`config.mk`:
```
export PLATFORM = sky130hd
export DESIGN_NAME = gtpu_tp_ctrl
export DESIGN_NICKNAME = d
export VERILOG_FILES = /design/src/rtl/gtpu_tp_pkg.sv /design/src/rtl/gtpu_tp_ctrl.sv
export SDC_FILE = /design/constraint.sdc
export NUM_CORES = 1
export LEC_CHECK = 0
export BUFFER_PORTS_ARGS = -buffer_cell sky130_fd_sc_hd__buf_2
export CORE_AREA = 4 4 41 43
export DETAILED_ROUTE_END_ITERATION = 16
export DIE_AREA = 0 0 45 47
export MAX_ROUTING_LAYER = met4
export PLACE_DENSITY = 0.51
export REMOVE_ABC_BUFFERS = 1
export SLEW_MARGIN = 20
export SYNTH_ARGS = -nofsm -noshare
export SYNTH_HDL_FRONTEND = slang
export SYNTH_SLANG_ARGS = --single-unit
```
`constraint.sdc`:
```
create_clock -name clk -period 1.35 [get_ports clk]
set_input_delay 0.27 -clock clk [delete_from_list [all_inputs] [get_ports clk]]
set_output_delay 0.27 -clock clk [all_outputs]
set_load 0.01 [all_outputs]
```
`src/rtl/gtpu_tp_pkg.sv`:
```
// ----------------------------------------------------------------------------
// GTP-U telemetry parser package
// Shared constants, state encoding and controller/datapath interface types.
// ----------------------------------------------------------------------------
package gtpu_tp_pkg;

    localparam int TABLE_ENTRIES   = 1024;
    localparam int TIDX_W          = $clog2(TABLE_ENTRIES);
    localparam int FILL_W          = TIDX_W + 1;
    localparam int MAX_FRAME_BYTES = 16384;
    localparam int POS_W           = 15;
    localparam int OUT_W           = 352;
    localparam int CFG_IDX_W       = 1;
    localparam int CFG_DATA_W      = 16;

    localparam logic [15:0] ETHERTYPE_IPV4 = 16'h0800;
    localparam logic [7:0]  PROTO_UDP      = 8'd17;

    localparam logic [CFG_IDX_W-1:0] REG_TUNNEL_PORT = 1'b0;
    localparam logic [CFG_IDX_W-1:0] REG_STAT_SELECT = 1'b1;

    localparam logic [1:0] CLS_GTPU      = 2'd0;
    localparam logic [1:0] CLS_MALFORMED = 2'd1;
    localparam logic [1:0] CLS_NON_GTPU  = 2'd2;
    localparam logic [1:0] CLS_RUNT      = 2'd3;

    typedef enum logic [2:0] {
        ST_RECV,
        ST_CLASSIFY,
        ST_SCAN_RD,
        ST_SCAN_CMP,
        ST_CNT_RD,
        ST_CNT_WR,
        ST_LOAD,
        ST_OUT
    } state_t;

    typedef struct packed {
        logic byte_take;
        logic classify;
        logic scan_rd;
        logic scan_cmp;
        logic cnt_rd;
        logic cnt_wr;
        logic load;
    } cmd_t;

    typedef struct packed {
        logic gtpu;
        logic empty;
        logic match;
        logic scan_last;
        logic full;
    } stat_t;

endpackage

```
`src/rtl/gtpu_tp_ctrl.sv`:
```
// ----------------------------------------------------------------------------
// GTP-U telemetry parser controller
// Sequences byte intake, classification, table search, update and output.
// ----------------------------------------------------------------------------
module gtpu_tp_ctrl (
    input  logic               clk,
    input  logic               rst_n,
    input  logic               s_tvalid,
    input  logic               s_tlast,
    output logic               s_tready,
    output logic               m_tvalid,
    input  logic               m_tready,
    input  gtpu_tp_pkg::stat_t stat,
    output gtpu_tp_pkg::cmd_t  cmd
);
    import gtpu_tp_pkg::*;

    state_t state_reg;
    state_t state_next;

    always_ff @(posedge clk or negedge rst_n)
    begin
        if (!rst_n)
        begin
            state_reg <= ST_RECV;
        end
        else
        begin
            state_reg <= state_next;
        end
    end

    always_comb
    begin
        state_next = state_reg;
        case (state_reg)
            ST_RECV:
            begin
                if (s_tvalid && s_tlast)
                begin
                    state_next = ST_CLASSIFY;
                end
            end
            ST_CLASSIFY:
            begin
                if (!stat.gtpu)
                begin
                    state_next = ST_LOAD;
                end
                else if (stat.empty)
                begin
                    state_next = ST_CNT_WR;
                end
                else
                begin
                    state_next = ST_SCAN_RD;
                end
            end
            ST_SCAN_RD:
            begin
                state_next = ST_SCAN_CMP;
            end
            ST_SCAN_CMP:
            begin
                if (stat.match)
                begin
                    state_next = ST_CNT_RD;
                end
                else if (stat.scan_last)
                begin
                    state_next = stat.full ? ST_LOAD : ST_CNT_WR;
                end
                else
                begin
                    state_next = ST_SCAN_RD;
                end
            end
            ST_CNT_RD:
            begin
                state_next = ST_CNT_WR;
            end
            ST_CNT_WR:
            begin
                state_next = ST_LOAD;
            end
            ST_LOAD:
            begin
                state_next = ST_OUT;
            end
            ST_OUT:
            begin
                if (m_tready)
                begin
                    state_next = ST_RECV;
                end
            end
            default:
            begin
                state_next = ST_RECV;
            end
        endcase
    end

    always_comb
    begin
        cmd           = '0;
        s_tready      = (state_reg == ST_RECV);
        m_tvalid      = (state_reg == ST_OUT);
        cmd.byte_take = (state_reg == ST_RECV) && s_tvalid;
        cmd.classify  = (state_reg == ST_CLASSIFY);
        cmd.scan_rd   = (state_reg == ST_SCAN_RD);
        cmd.scan_cmp  = (state_reg == ST_SCAN_CMP);
        cmd.cnt_rd    = (state_reg == ST_CNT_RD);
        cmd.cnt_wr    = (state_reg == ST_CNT_WR);
        cmd.load      = (state_reg == ST_LOAD);
    end

endmodule

```
== After elaboration in Yosys (flattened, before gate mapping) ==
Index checks and enable logic that the tools add are counted.
Storage, ports and cells
  register bits: 3
  input bits: 10
Operators by class
  equal/unequal tests: 9
  reduce and logical (&&, ||, !) cells: 4
  multiplexer cells: 8
Operators with widths (count)
  one-hot mux 3 bit (8 select lines): 1
  two-way mux 3 bit: 6
  equality test 3 bit, second input constant: 4
  equality test 3 x 2 -> 1 bit, second input constant: 2
  inequality test 2 x 1 -> 1 bit, second input constant: 2
  equality test 3 x 1 -> 1 bit, second input constant: 1
  zero test 3 bit: 1
  logical AND 1 bit: 2
  two-way mux 2 bit: 1
  AND reduction 2 bit: 1

== Depth between registers and ports, before layout ==
Gate-level depths: netlist (run 1).
  word-level depth: 4
  mapped depth: 4
  mapped depth without buffers: 3

== Least setup slack after synthesis (run 1) ==
Ideal clock, no wire load.
  path kind: flip-flop to output port
  start: register state_reg[0]
  end: output cmd[6] (netlist name)
  buffers on the path: 1
  cell stages (with the launch flop): 4
  required time: 1.080 ns
  arrival: 1.124 ns
  path slack: -0.044 ns
  cells stage by stage: dfrtp_1 -> buf_2 -> nor3_1 -> and2_1
RTL lines
  start: declaration: line gtpu_tp_ctrl.sv:18  | state_t state_reg;
  start signal: assignment: line gtpu_tp_ctrl.sv:29  | state_reg <= state_next;
  end: declaration: line gtpu_tp_ctrl.sv:14  | output gtpu_tp_pkg::cmd_t cmd

==> results of run 1 <==
[cell type report]
type | count | area [µm²] | share of cell area [%]
multi-input combinational | 25 | 180 | 38.3
timing repair buffer | 25 | 159 | 33.8
sequential | 3 | 78.8 | 16.8
clock buffer | 4 | 26.3 | 5.59
tap | 15 | 18.8 | 3.99
inverter | 2 | 7.51 | 1.60
[power breakdown]
group / leakage, nW / total (mW) / internal (mW) / switching (mW)
Sequential: 0.0301 / 0.221 / 0.143 / 0.0779
Combinational: 0.193 / 0.596 / 0.330 / 0.266
Clock: 0.0150 / 0.158 / 0.111 / 0.0470
Total: 0.238 / 0.974 / 0.584 / 0.391
[cells by family after synthesis]
| kind of cell | synth area share [%] |
|---|---|
| and+or+nand+nor | 41.8 |
| AOI/OAI and AO/OA | 18.3 |
| buffers and inverters | 11.1 |
| DFF | 28.8 |
[critical path, cell delays in order, from the launching register on]
cell and delay, ps:
dfrtp_2 430, nor3_4 230, and2_1 150, buf_2 120
[repair_timing]
action / 4_1_cts / 5_1_grt
gates resized for setup: 2 / 8
hold buffers: 1 / 0
cloned: 0 / 0
endpoints found under the setup margin: 9 / 9
buffers inserted: 2 / 1
endpoints found under the hold margin: 3 / 0
pin swaps: 1 / 2
[cell usage after synthesis, drive strengths merged]
cell / number / share of area (%)
buf: 3 / 8.2
nand3: 1 / 1.9
and2b: 1 / 3.4
nor2: 2 / 2.9
nand3b: 2 / 5.8
or3b: 1 / 3.4
and3b: 1 / 3.8
nor2b: 1 / 2.4
and2: 2 / 4.8
dfrtp: 3 / 29
o31ai: 1 / 2.9
and3: 1 / 2.9
a21oi: 5 / 9.6
nand2: 2 / 2.9
a222oi: 1 / 3.8
inv: 2 / 2.9
nor3: 1 / 1.9
o21ai: 1 / 1.9
nor3b: 2 / 5.8
[metal layers]
metal	GRT usage, %	vias to the layer above	wire, µm
met3	4.98	2	86
met4	7.02	0	27
met2	14.1	14	418
li1	-	167	-
met5	-	-	0
met1	7.31	161	311
[cell usage in the layout, fill, tap and decap left out, types with 2 or more instances in the layout]
cell type,count
a21oi_1,5
and2_1,2
buf_2,17
buf_4,4
nand3b_1,2
buf_6,3
nand2_1,2
dfrtp_2,3
nor2_1,2
clkbuf_4,3
inv_1,2
[how the worst max path moves through the flow]
stage | cells after the start | from | to
finish | 3 | state_reg[2] | cmd[6]
global route | 3 | state_reg[1] | cmd[2]
CTS | 3 | state_reg[2] | cmd[6]
detailed placement | 3 | state_reg[0] | cmd[6]
global placement | 3 | state_reg[0] | cmd[6]
floorplan | 2 | state_reg[0] | cmd[6]
==> results.md, run 1 <==
Place:
- After detailed placement, the total cell area comes to 370 µm².
- The HPWL after detailed placement is 586 µm.
- The quantity of I/O buffers inserted on ports is 18.
- Counting tap cells, the placed design contains a total of 66 instances.
- The global placer's final weighted congestion is 0.841.
- Timing analysis after detailed placement gives a worst setup slack of 96.8 ps.

Critical path:
- The worst register-to-register path has a depth of 4.
- Data on the critical path arrives at its endpoint at 1170 ps.
- The reg-to-reg critical path startpoint is state_reg[2].
- Of all nets on the critical path, the largest fanout is 3.
- STA classifies the critical path startpoint as a flop.
- The critical path class is flop to output port.
- In this run the critical register-to-register path is captured at state_reg[0].
- The type of destination of the critical path is an output port.
- The data required time of the critical path is 1080 ps.
- The register-to-register setup slack is 110 ps.

Timing:
- At the pin with the least slew margin, the transition time is 260 ps.
- Static timing analysis puts the maximum clock frequency at 694 MHz.
- The number of endpoints with negative hold slack in the final report was 0.
- The total count of max-transition violations in the final report came to 0.
- Setup slack on the critical path of the routed design comes to -90.6 ps.
- Setup violations remaining at the end of the flow were counted as 8.
- The worst clock skew is 1.77 ps.
- Setup repair after global routing could not meet its margin everywhere.
- The post-route clock period utilization is 107%.
- The time the final worst path needs with I/O delays and setup is 1440 ps.
- The headroom to the max-slew limit is 82.7%.
- Adding up every negative setup slack in the final design gives -510 ps.
- Hold is met by 303 ps.

Logic synthesis:
- The post-synthesis average cell area is 7.89 µm².
- After synthesis the cells add up to 260 µm².
- The number of distinct library cells after synthesis is 20.
- Synthesis produced a netlist whose cell count is 33.
- The yosys synthesis warning count is 0.
- After synthesis, flip-flops and latches occupy 28.8% of the total area.
- The register bit count reported by yosys is 3.

Route:
- The remaining antenna violation count is 0.
- After detailed routing, the average wire length per cell comes to 11.4 µm.
- The number of DRC markers after the initial detailed-route iteration is 6.
- The first-pass detailed-route iteration total is 4.
- The routed layout has 344 vias.
- In the routed design, unresolved DRC markers number 0.
- The aggregate routed wire length is 844 µm.
- The via density per instance is 4.65.

Power:
- Across the VDD grid, the largest voltage drop is 789 µV.
- The power per unit of standard cell area is 2070 mW/mm².
- The static power due to leakage is 0.238 nW.
- The total power after layout is 0.974 mW.

Die:
- The starting density of the core is 20.0%.
- The number of top-level pins is 19.
- The floorplan has 13 rows.
- The floorplan step defined a die boundary enclosing 0.00212 mm².
- Measured along the y axis, the die boundary spans 47 µm.
- The core outline area is 0.00130 mm².
- The overall die width is 45 µm.

Clock network:
- The clock tree from TritonCTS is built.
- For the worst-skew pair, the clock arrives at the later sink with an insertion delay of 240 ps.
- In this run the number of H-tree levels came out at 1.
- The clock-pin slew reported for the worst setup and hold paths after clock tree synthesis is 40 ps.
- The library cell used as clock root buffer is clkbuf_4.
- The number of buffers between clock root and the deepest sink is 2.
- The number of buffers added by the clock tree synthesis step is 3.
- The TritonCTS sink count is 3.

Global route:
- The maximum number of pins on one net before global-route repair is 10.
- The number of global-route vias before repair is 321.
- The leftover overflow at the end of global routing is 0.
- The first-pass GRT wire length is 1200 µm.
- The overall track demand over capacity in global routing is 8.74%.
- The initial antenna violation count is 0.

Min path:
- The worst hold path begins at s_tlast.
- The worst hold path was traced through 3 stages.
- The path with the worst hold slack has its endpoint at state_reg[0].
- In this run the worst hold path is classified as input pin to flop.

Finish:
- The count of nets after finishing is 70.
- For this run, the number of standard cells in the final layout without fillers is 74.
- With fillers left out, the area of the finished cells amounts to 470 µm².
- The repair_antennas step left the layout with diodes totalling 0.
- Relative to the synthesized area, the layout overhead comes to 80.8%.
- The share of the core filled with cells is 36.2%.
- The layout has 155 filler cells.
- The register with the most flip-flops in the layout has 3 of them.
- Of the cells placed in the final design, the portion with a size suffix greater than 1 is 61.0%.

Run status:
- The flow ran to the end, but the final reports show violations.
- The checks that failed: setup timing.

Run:
- Max-cap violations in this run came to 0.
(Power assumes the default switching activity.)
==> inputs of run 2 (changes only) <==
Settings changed: SLEW_MARGIN 20 to not set.
Clock period 1.35 ns to 1.7 ns, I/O delays scaled along.
==> run 2 against run 1 <==
  * The run now ends clean
  * Critical path depth unchanged
  * Power down 38%
  * Wire length down 12%
  * Non-clock buffer count down 6
  * Combinational power down 54%
  * Cell count down 8.1%
  * Sequential cell count unchanged
  * Sequential share of layout area up 2.5 points
==> results.md, run 2 (synthesis results as in run 1) <==
Run status:
- The flow ran to the end, and the final reports show no timing, DRC or antenna violations.

Clock network:
- TritonCTS built the clock tree.
- CTS saw 3 sinks.
- The number of buffers added by the clock tree synthesis step is 3.
- After clock tree synthesis, the clock-pin slew on the worst setup and hold paths is 40 ps.
- CTS built an H-tree with a depth of 1.
- After clock tree synthesis, the setup repair step added 0 buffers.
- The tree is rooted in a clkbuf_4.
- At the later pin of the worst-skew pair, clock insertion delay measures 230 ps.
- The number of buffers between clock root and the deepest sink is 2.

Critical path:
- The data required time of the critical path is 1360 ps.
- The setup check on the worst reg-to-reg path leaves a slack of 440 ps.
- The kind of start point of the critical path is a flop.
- The signal arrival time at the worst endpoint is 1280 ps.
- Along the worst path, the maximum fanout reaches 10.
- The endpoint identified for the worst register-to-register timing path is state_reg[0].
- The highest cell delay on the worst timing path is 500 ps.
- The critical path goes through and2b_2 -> and2_1 -> buf_2.
- The capture point of the critical path is cmd[1].
- The critical path is of the flop to output port type.
- The type of destination of the critical path is an output port.
- The launching element of the worst setup path is state_reg[1].
- The worst register-to-register path has a depth of 3.
- The largest individual stage delay along the critical path comes from the cell dfrtp_1.
- The reg-to-reg critical path startpoint is state_reg[2].

Min path:
- The tightest min-delay check is of the input pin to flop type.
- The cell depth of the worst min-delay path is 3.

Timing:
- The final critical path takes up 95.0% of the cycle.
- The worst clock skew is 0.402 ps.
- The slew of the pin with the lowest slew margin is 404 ps.
- The headroom to the max-slew limit is 73.1%.
- In the final timing run, aggregate negative setup slack is 0 ps.
- Setup repair after global routing left no endpoint under its margin.
- The total count of max-transition violations in the final report is 0.
- Based on the critical path, the design can be clocked at up to 619 MHz.
- The total setup violations reported at the end of the flow is 0.
- The time the final worst path needs with I/O delays and setup is 1620 ps.
- The number of endpoints with negative hold slack in the final report came to 0.

Global route:
- The first-pass GRT wire length is 1170 µm.
- The number of global-route vias before repair is 287.
- The maximum number of pins on one net before global-route repair is 15.
- The total overflow left after global routing is 0.
- The initial antenna violation count was 0.
- The overall track demand over capacity in global routing is 8.09%.

Route:
- The post-route DRC violation count is 0.
- After the first detailed-routing iteration, the DRC count stood at 4.
- The routed via count is 311.
- The count of nets left with antenna violations once routing finished came out at 0.
- In the routed layout, each cell is associated on average with a via count of 4.57.
- The first-pass detailed-route iteration total is 4.
- The final layout contains routed wiring with a total length of 739 µm.
- In the final routed layout, each cell accounts on average for 10.9 µm.

Finish:
- The most common library cell in the layout ignoring fill and taps is buf_2.
- The final antenna diode count is 0.
- The post-route netlist has 47.2% of its cells at a drive strength greater than 1.
- The multi-input combinational cells in the finished layout cover a total of 161 µm².
- The number of inserted filler cells in the final layout is 163.
- The sequential cells in the finished layout cover a total of 75.1 µm².
- The flip-flop count of the largest register, all copies and words added is 3.
- In the final design database the tool counted 64 nets.
- Relative to the synthesized area, the layout overhead comes to 49.5%.
- Leaving out fill and tap cells, the most frequent cells in the layout are buf_2 (18), a21oi_1 (5), clkbuf_4 (3), dfrtp_1 (3).

Place:
- The congestion estimate from routability-driven global placement came to 0.824.
- The HPWL after detailed placement is 545 µm.
- The quantity of I/O buffers inserted on ports is 18.

Run:
- The number of max-cap violations is 0.

Die:
- The die outline area is 0.00212 mm².
- The height of the die is 47 µm.
- The die is 45 µm wide.
- The core region is 0.00130 mm².
- For this design the top-level I/O count stands at 19.
- The starting density of the core is 20.0%.
- Row generation in the floorplan step produced 13 rows.

Power:
- The worst-case IR drop observed on VDD is 377 µV.
- The power per unit of standard cell area is 1550 mW/mm².
- The analysis attributes to cell leakage a power of 0.200 nW.
- The total power after layout is 0.603 mW.
## run 2: through the flow
stage | instance area [µm²] | utilization (%) | std cells | hold WS, ps | setup WS (ps)
floorplan | 239 | - | 30 | 44.4 | 278
global placement | 348 | 26.7 | 63 | 138 | 328
global route | 389 | 29.9 | 68 | 412 | 14.8
detailed placement | 348 | 26.7 | 63 | 135 | 297
finish | 389 | 29.9 | 68 | 392 | 84.2
CTS | 384 | 29.5 | 68 | 387 | 35.9
## run 2: power breakdown
| part | switching, mW | internal (mW) | total (mW) |
|---|---|---|---|
| Clock | 0.0387 | 0.0881 | 0.127 |
| Sequential | 0.0942 | 0.106 | 0.200 |
| Combinational | 0.126 | 0.151 | 0.277 |
| Total | 0.259 | 0.344 | 0.603 |
## run 2: final cells by class
cell class	count	area share (%)
multi-input combinational	25	41.5
tap	15	4.82
sequential	3	19.3
clock buffer	4	6.75
inverter	2	1.93
timing repair buffer	19	25.7
## run 2: per-layer routing
| layer | global-route usage (%) | up-vias | part of all wire, % |
|---|---|---|---|
| met1 | 9.38 | 137 | 40 |
| li1 | - | 155 | - |
| met2 | 11.9 | 17 | 50 |
| met5 | - | - | 0 |
| met3 | 0.383 | 2 | 8.0 |
| met4 | 8.77 | 0 | 2.3 |
## run 2: repair_timing
action,in CTS,in global routing
hold endpoints to repair,3,0
gates resized for setup,0,1
hold buffers,1,0
endpoints found under the setup margin,0,1
## run 2: critical path, delay by kind of cell, from the launching register on
kind / cells / cell delay, ps
simple gates: 2 / 410
buf+inv: 1 / 130
flops: 1 / 500
## run 2: how the worst min path moves through the flow
stage	from	end	slack (ps)
after floorplan	rst_n	state_reg[0]	40
after global placement	rst_n	state_reg[0]	140
after detailed placement	rst_n	state_reg[0]	140
after CTS	s_tlast	state_reg[0]	390
after global routing	s_tlast	state_reg[0]	410
final	s_tlast	state_reg[0]	390
